--- src/hdl/afu_pkg.sv ---
// Shared constants, widths and mode codes of the activation function unit.
package afu_pkg;

	localparam int DATA_WIDTH_DEF = 16;
	localparam int FRAC_BITS_DEF  = 12;
	localparam int MODE_W         = 3;

	localparam int Q_FRAC = 24;
	localparam int T_W    = 29;
	localparam int P2_W   = 31;
	localparam int P3_W   = 35;
	localparam int P4_W   = 37;
	localparam int SUM_W  = 36;

	localparam int N_W    = 34;
	localparam int N_HALF = 17;
	localparam int M3_W   = 34;
	localparam int M3_SH  = 35;
	localparam int PP_W   = N_HALF + M3_W;
	localparam int Q3_W   = 33;
	localparam logic [M3_W-1:0] M3_RECIP = 34'd11453246123;

	localparam int D_W    = 34;
	localparam int Q_W    = 24;
	localparam int PROD_W = 49;

	localparam longint T_LIMIT = 64'sd134217728;

	localparam int LEAK_W = 19;
	localparam logic signed [LEAK_W-1:0] LEAK_Q24 = 19'sd167772;

	typedef enum logic [MODE_W-1:0] {
		MODE_SIGMOID       = 3'd0,
		MODE_RELU          = 3'd1,
		MODE_LEAKY         = 3'd2,
		MODE_STEP          = 3'd3,
		MODE_LINEAR        = 3'd4,
		MODE_SIGMOID_DERIV = 3'd5,
		MODE_RELU_DERIV    = 3'd6,
		MODE_LINEAR_DERIV  = 3'd7
	} afu_mode_t;

endpackage

--- src/hdl/afu_div.sv ---
// Pipelined restoring divider: one quotient bit per stage, 2^48 / den.
module afu_div #(
	parameter int SIDE_W = afu_pkg::DATA_WIDTH_DEF
) (
	input  logic                     clk,
	input  logic                     arst_n,
	input  logic                     en,
	input  logic                     in_valid,
	input  logic [afu_pkg::D_W-1:0]  den,
	input  logic [SIDE_W-1:0]        side_in,
	output logic                     out_valid,
	output logic [afu_pkg::Q_W-1:0]  quo,
	output logic [SIDE_W-1:0]        side_out
);
	import afu_pkg::*;

	localparam logic [D_W-1:0] REM_INIT = D_W'(64'd1 << Q_FRAC);

	logic             vld_s  [0:Q_W];
	logic [D_W-1:0]   rem_s  [0:Q_W];
	logic [D_W-1:0]   den_s  [0:Q_W];
	logic [Q_W-1:0]   quo_s  [0:Q_W];
	logic [SIDE_W-1:0] side_s [0:Q_W];

	logic [D_W-1:0]   rem_nx [0:Q_W-1];
	logic [Q_W-1:0]   quo_nx [0:Q_W-1];

	always_comb begin
		logic [D_W:0] dbl;
		logic [D_W:0] diff;
		logic         ge;
		for (int k = 0; k < Q_W; k++) begin
			dbl       = {rem_s[k], 1'b0};
			diff      = dbl - {1'b0, den_s[k]};
			ge        = !diff[D_W];
			rem_nx[k] = ge ? diff[D_W-1:0] : dbl[D_W-1:0];
			quo_nx[k] = {quo_s[k][Q_W-2:0], ge};
		end
	end

	always_ff @(posedge clk or negedge arst_n) begin
		if (!arst_n) begin
			for (int k = 0; k <= Q_W; k++) begin
				vld_s[k] <= 1'b0;
			end
		end else if (en) begin
			vld_s[0] <= in_valid;
			for (int k = 1; k <= Q_W; k++) begin
				vld_s[k] <= vld_s[k-1];
			end
		end
	end

	always_ff @(posedge clk) begin
		if (en) begin
			rem_s[0]  <= REM_INIT;
			den_s[0]  <= den;
			quo_s[0]  <= '0;
			side_s[0] <= side_in;
			for (int k = 1; k <= Q_W; k++) begin
				rem_s[k]  <= rem_nx[k-1];
				den_s[k]  <= den_s[k-1];
				quo_s[k]  <= quo_nx[k-1];
				side_s[k] <= side_s[k-1];
			end
		end
	end

	assign out_valid = vld_s[Q_W];
	assign quo       = quo_s[Q_W];
	assign side_out  = side_s[Q_W];

endmodule

--- config.mk ---
export PLATFORM = sky130hd
export DESIGN_NAME = afu_div
export DESIGN_NICKNAME = d
export VERILOG_FILES = /design/src/hdl/afu_pkg.sv /design/src/hdl/afu_div.sv
export SDC_FILE = /design/constraint.sdc
export NUM_CORES = 2
export LEC_CHECK = 0
export BUFFER_PORTS_ARGS = -buffer_cell sky130_fd_sc_hd__buf_2
export CAP_MARGIN = 20
export CORE_ASPECT_RATIO = 1.5
export CORE_MARGIN = 1.5
export CORE_UTILIZATION = 25
export DETAILED_ROUTE_END_ITERATION = 8
export PLACE_DENSITY = 0.36
export SYNTH_ARGS = -nofsm -noshare
export SYNTH_HDL_FRONTEND = slang
export SYNTH_SLANG_ARGS = --single-unit
--- constraint.sdc ---
create_clock -name clk -period 8.5 [get_ports clk]
set_input_delay 0.85 -clock clk [delete_from_list [all_inputs] [get_ports clk]]
set_output_delay 0.85 -clock clk [all_outputs]
set_load 0.01 [all_outputs]
* Yosys cells after proc, flatten, opt, wreduce, memory -nomap -nowiden
Memories as Yosys holds them, arrays and structs flattened. Cells that the tools add are included.
Storage, ports and cells: bits in registers 25, RAM bits 2700, input port bits 54, output and inout bits 41, memories 4
Cells by class: add/sub/neg operators 24, multiplexer cells 26, reductions and logical operators 24
Memory list:
- den_s | depth 25, width 34, rd ports 24, clocked after memory_dff 0, wr ports 25, line afu_div.sv:21 | logic [D_W-1:0] den_s [0:Q_W];
- rem_s | depth 25, width 34, rd ports 24, clocked after memory_dff 0, wr ports 25, line afu_div.sv:20 | logic [D_W-1:0] rem_s [0:Q_W];
- quo_s | depth 25, width 24, rd ports 25, clocked after memory_dff 0, wr ports 25, line afu_div.sv:22 | logic [Q_W-1:0] quo_s [0:Q_W];
- side_s | depth 25, width 16, rd ports 25, clocked after memory_dff 0, wr ports 25, line afu_div.sv:23 | logic [SIDE_W-1:0] side_s [0:Q_W];
Operators with widths (count):
- 35-bit by 34-bit subtractor with 35-bit output | 24
- 34-bit two-way mux | 24
- 1-bit zero test | 24
- 1-bit two-way mux | 2

* Longest topological paths before layout
word-level depth 2, depth in mapped cells 16, depth with buffers taken out 13

* Least setup slack after synthesis
OpenSTA, ideal clock, no wires.
path kind reg2reg, from memory rem_s[13][1], in the netlist rem_s[1][171], to memory rem_s[14][6], in the netlist rem_s[1][210], data pin, arrival 3.466 ns, required time 8.240 ns, path slack 4.774 ns, stages on the path, launching flop included 14, path buffers 1, period minus slack after synthesis 3.726 ns, cell sequence edfxtp_1 ha_1 nor2b_1 o31a_1 o31a_1 o41ai_2 a31oi_1 a221oi_2 o21ai_1 a21oi_2 o21ai_1 xor2_2 buf_6 mux2_4
RTL lines (line):
- start, declared | afu_div.sv:20

==> run metrics <==
CP Capture Point rem_s[2][68]; Leak Pwr 54.0 nW; Tot Pwr 53.2 mW; final setup TNS 0 ns; crit path kind flop to flop; Die X-Extent 567 µm; final setup vio count 0; R2R cell count 14; total gr overflow 0; Critical Path RT 9.14 ns; DRC errors left 0; Vias 71400; unrepaired setup endpoints after global routing no; Worst Max-Slew Pin Slew 1.12 ns; Initial DRC Count 2263; slew margin rel. 22.9%; WL/cell 17.2 µm; TritonCTS buffer count 279; utilization after layout 28.8%; cell taking the most area after synthesis edfxtp_1; GPL Wtd Cong 0.882; Die Y-Extent 849 µm; Synth Flop Type edfxtp_1; pin count of the biggest net entering global routing 161; clk_lat worst skew 0.94 ns; fin. max-slew vios 0; Mapped Cells 9265; routed wire length 276000 µm; # clock sinks 2323; row cnt 310; first-pass GRT wire length 426000 µm; Seq/Total Area, Yosys 58.4%; minimum clock period 5.28 ns; GRT Overall Usage 11.1%; Max-Cap Viols 0; VDD IR max 0.225 mV; # fillers 47800; critical-path maximum fanout 51; Setup crit end kind flop; H-tree levels 5; outcome finished clean; post-synthesis cell area 119000 µm²; startpoint class of the critical path flop; Synth area leaders edfxtp_1, ha_1, mux2_2; Reg clk slew, reported paths 0.06 ns; Clock Tree Buf Depth 4; Post-Syn Area per Cell 12.9 µm²; Initial Utilization 25.1%; Root Driver clkbuf_16; HP Class input pin to flop; Final Net Count 10400; cell area power density 389 nW/µm²; top post-synthesis cells by count edfxtp_1, inv_1, ha_1; vias in the first global route 79600; Synth warnings 0; TritonRoute pass-1 iters 5; number of flops mapped to enable cells by yosys 2298; CP startpoint rem_s[2][34]; ys async rst share 1.08%; FF-to-FF Start rem_s[2][34]; Resized cells post-CTS 0; Top-Level Pins 95; via/cell ratio 4.45; worst path arrival time 5.91 ns; area of the die 482000 µm²; final setup skew 0.0680 ns; Final Cycle Share 62.1%; TritonCTS clock tree done; most frequent cell after synthesis edfxtp_1; fmax 190 MHz; layout cell share with drive strength beyond 1 12.8%; Syn-to-layout area delta 14.8%; share of the synthesized area in the top cell type 57.8%; Detail Route met2 WL 166000 µm; initial antenna violation count 2; post-synthesis register bit count 2323; final hold violations 0; Synth cell types 99; hpwl dp 203000 µm; # port buffers 94; Top Layer Used met4; antenna-violating nets left 0; met1 WL 84900 µm; R2R Setup Slk 3.22 ns; Met3 Wirelength 7570 µm; Core Box Area 475000 µm²; RR Endpoint rem_s[2][68]
==> registers in the layout, summed over array words and instances, names as in the netlist <==
signal,flops
den_s,816
out_valid,1
quo_s,300
rem_s,782
side_s,400
vld_s,24
==> cells by family after synthesis <==
group	count (synthesis)	synth area share (%)
compound gates	2207	12.1
xor+xnor	651	4.84
fa+ha+maj	782	8.34
buf+inv	1096	3.61
flops	2323	58.4
mux	671	6.38
other cells	1	0.00314
simple gates	1534	6.36
==> what timing repair did <==
item,CTS,global route
setup buffers,0,0
hold buffers,49,0
hold endpoints to repair,73,0
==> final cells by class <==
cell class	instances	area (µm²)	area share, %
tap	6240	7810	5.70
sequential	2323	69600	50.9
clock inverter	132	1280	0.938
clock buffer	355	7480	5.46
multi-input combinational	5849	45600	33.3
timing repair buffer	207	1630	1.19
antenna	2	5.00	0.00366
inverter	936	3510	2.57
==> critical path, cell delays in order (launching register included) <==
cell      delay [ns]
edfxtp_1        0.37
inv_1           0.07
fa_1            0.47
nor2b_1         0.19
o31ai_1         0.13
a21oi_1         0.41
o221ai_1        0.36
o211ai_1        0.56
o21ai_1         0.30
a31oi_1         0.60
a21oi_1         0.27
xor2_4          0.44
buf_4           0.49
inv_1           0.10
and2_1          0.17
==> power by group <==
group | switching (mW) | total [mW] | internal (mW)
Sequential | 1.34 | 17.9 | 16.6
Combinational | 12.6 | 23.5 | 10.9
Clock | 4.97 | 11.8 | 6.81
==> per-stage QoR <==
step | hold WS, ns | instance area [µm²] | setup WS, ns | std cells
2_1_floorplan | 0.400 | 119000 | 4.77 | 9268
6_report | 0.139 | 137000 | 3.22 | 16000
5_1_grt | 0.0546 | 137000 | 2.97 | 16000
3_5_place_dp | 0.405 | 128000 | 3.11 | 15500
3_3_place_gp | 0.400 | 128000 | 3.15 | 15500
4_1_cts | 0.00364 | 137000 | 3.09 | 16000
==> layout by cell type, fill, tap and decap left out, drive strengths merged, types with 31 or more instances in the layout <==
master       synthesis  layout
xor2               234     234
o21ai              390     390
clkinv               0      91
mux2               638     638
buf                 61     158
mux2i               33      33
nor2b              125     125
or3                 35      35
nand3              125     125
o21a               120     120
a31oi               50      50
a21boi              32      32
nor2               366     366
a21oi              649     649
edfxtp            2298    2298
o31ai               45      45
nand4               83      83
and2                49      49
or2                 31      31
inv                936     949
ha                 760     760
and3                65      65
o21bai             101     101
nor3                82      82
a21o               466     466
a211oi              51      51
xnor2              417     417
dlygate4sd3          0      49
o31a                37      37
nand2              387     387
clkbuf              99     355
nand2b             106     106
==> routing by layer <==
layer,vias up,global-route usage (%)
li1,35100,-
met1,34600,8.53
met2,1018,24.6
met3,729,1.58
met4,0,6.64
met5,-,0
==> worst min-delay path by stage <==
| stage | cells after the start | from | end | slack [ns] |
|---|---|---|---|---|
| 6_report | 1 | side_in[8] | side_s[0][8] | 0.14 |
| 3_3_place_gp | 0 | side_s[1][109] | side_s[1][125] | 0.40 |
| 3_5_place_dp | 0 | quo_s[0][122] | quo_s[0][147] | 0.40 |
| 5_1_grt | 1 | side_in[8] | side_s[0][8] | 0.05 |
| 2_1_floorplan | 0 | quo_s[0][96] | quo_s[0][121] | 0.40 |
| 4_1_cts | 1 | side_in[8] | side_s[0][8] | 0.004 |
Note: power is estimated with default switching activity, not from simulation.
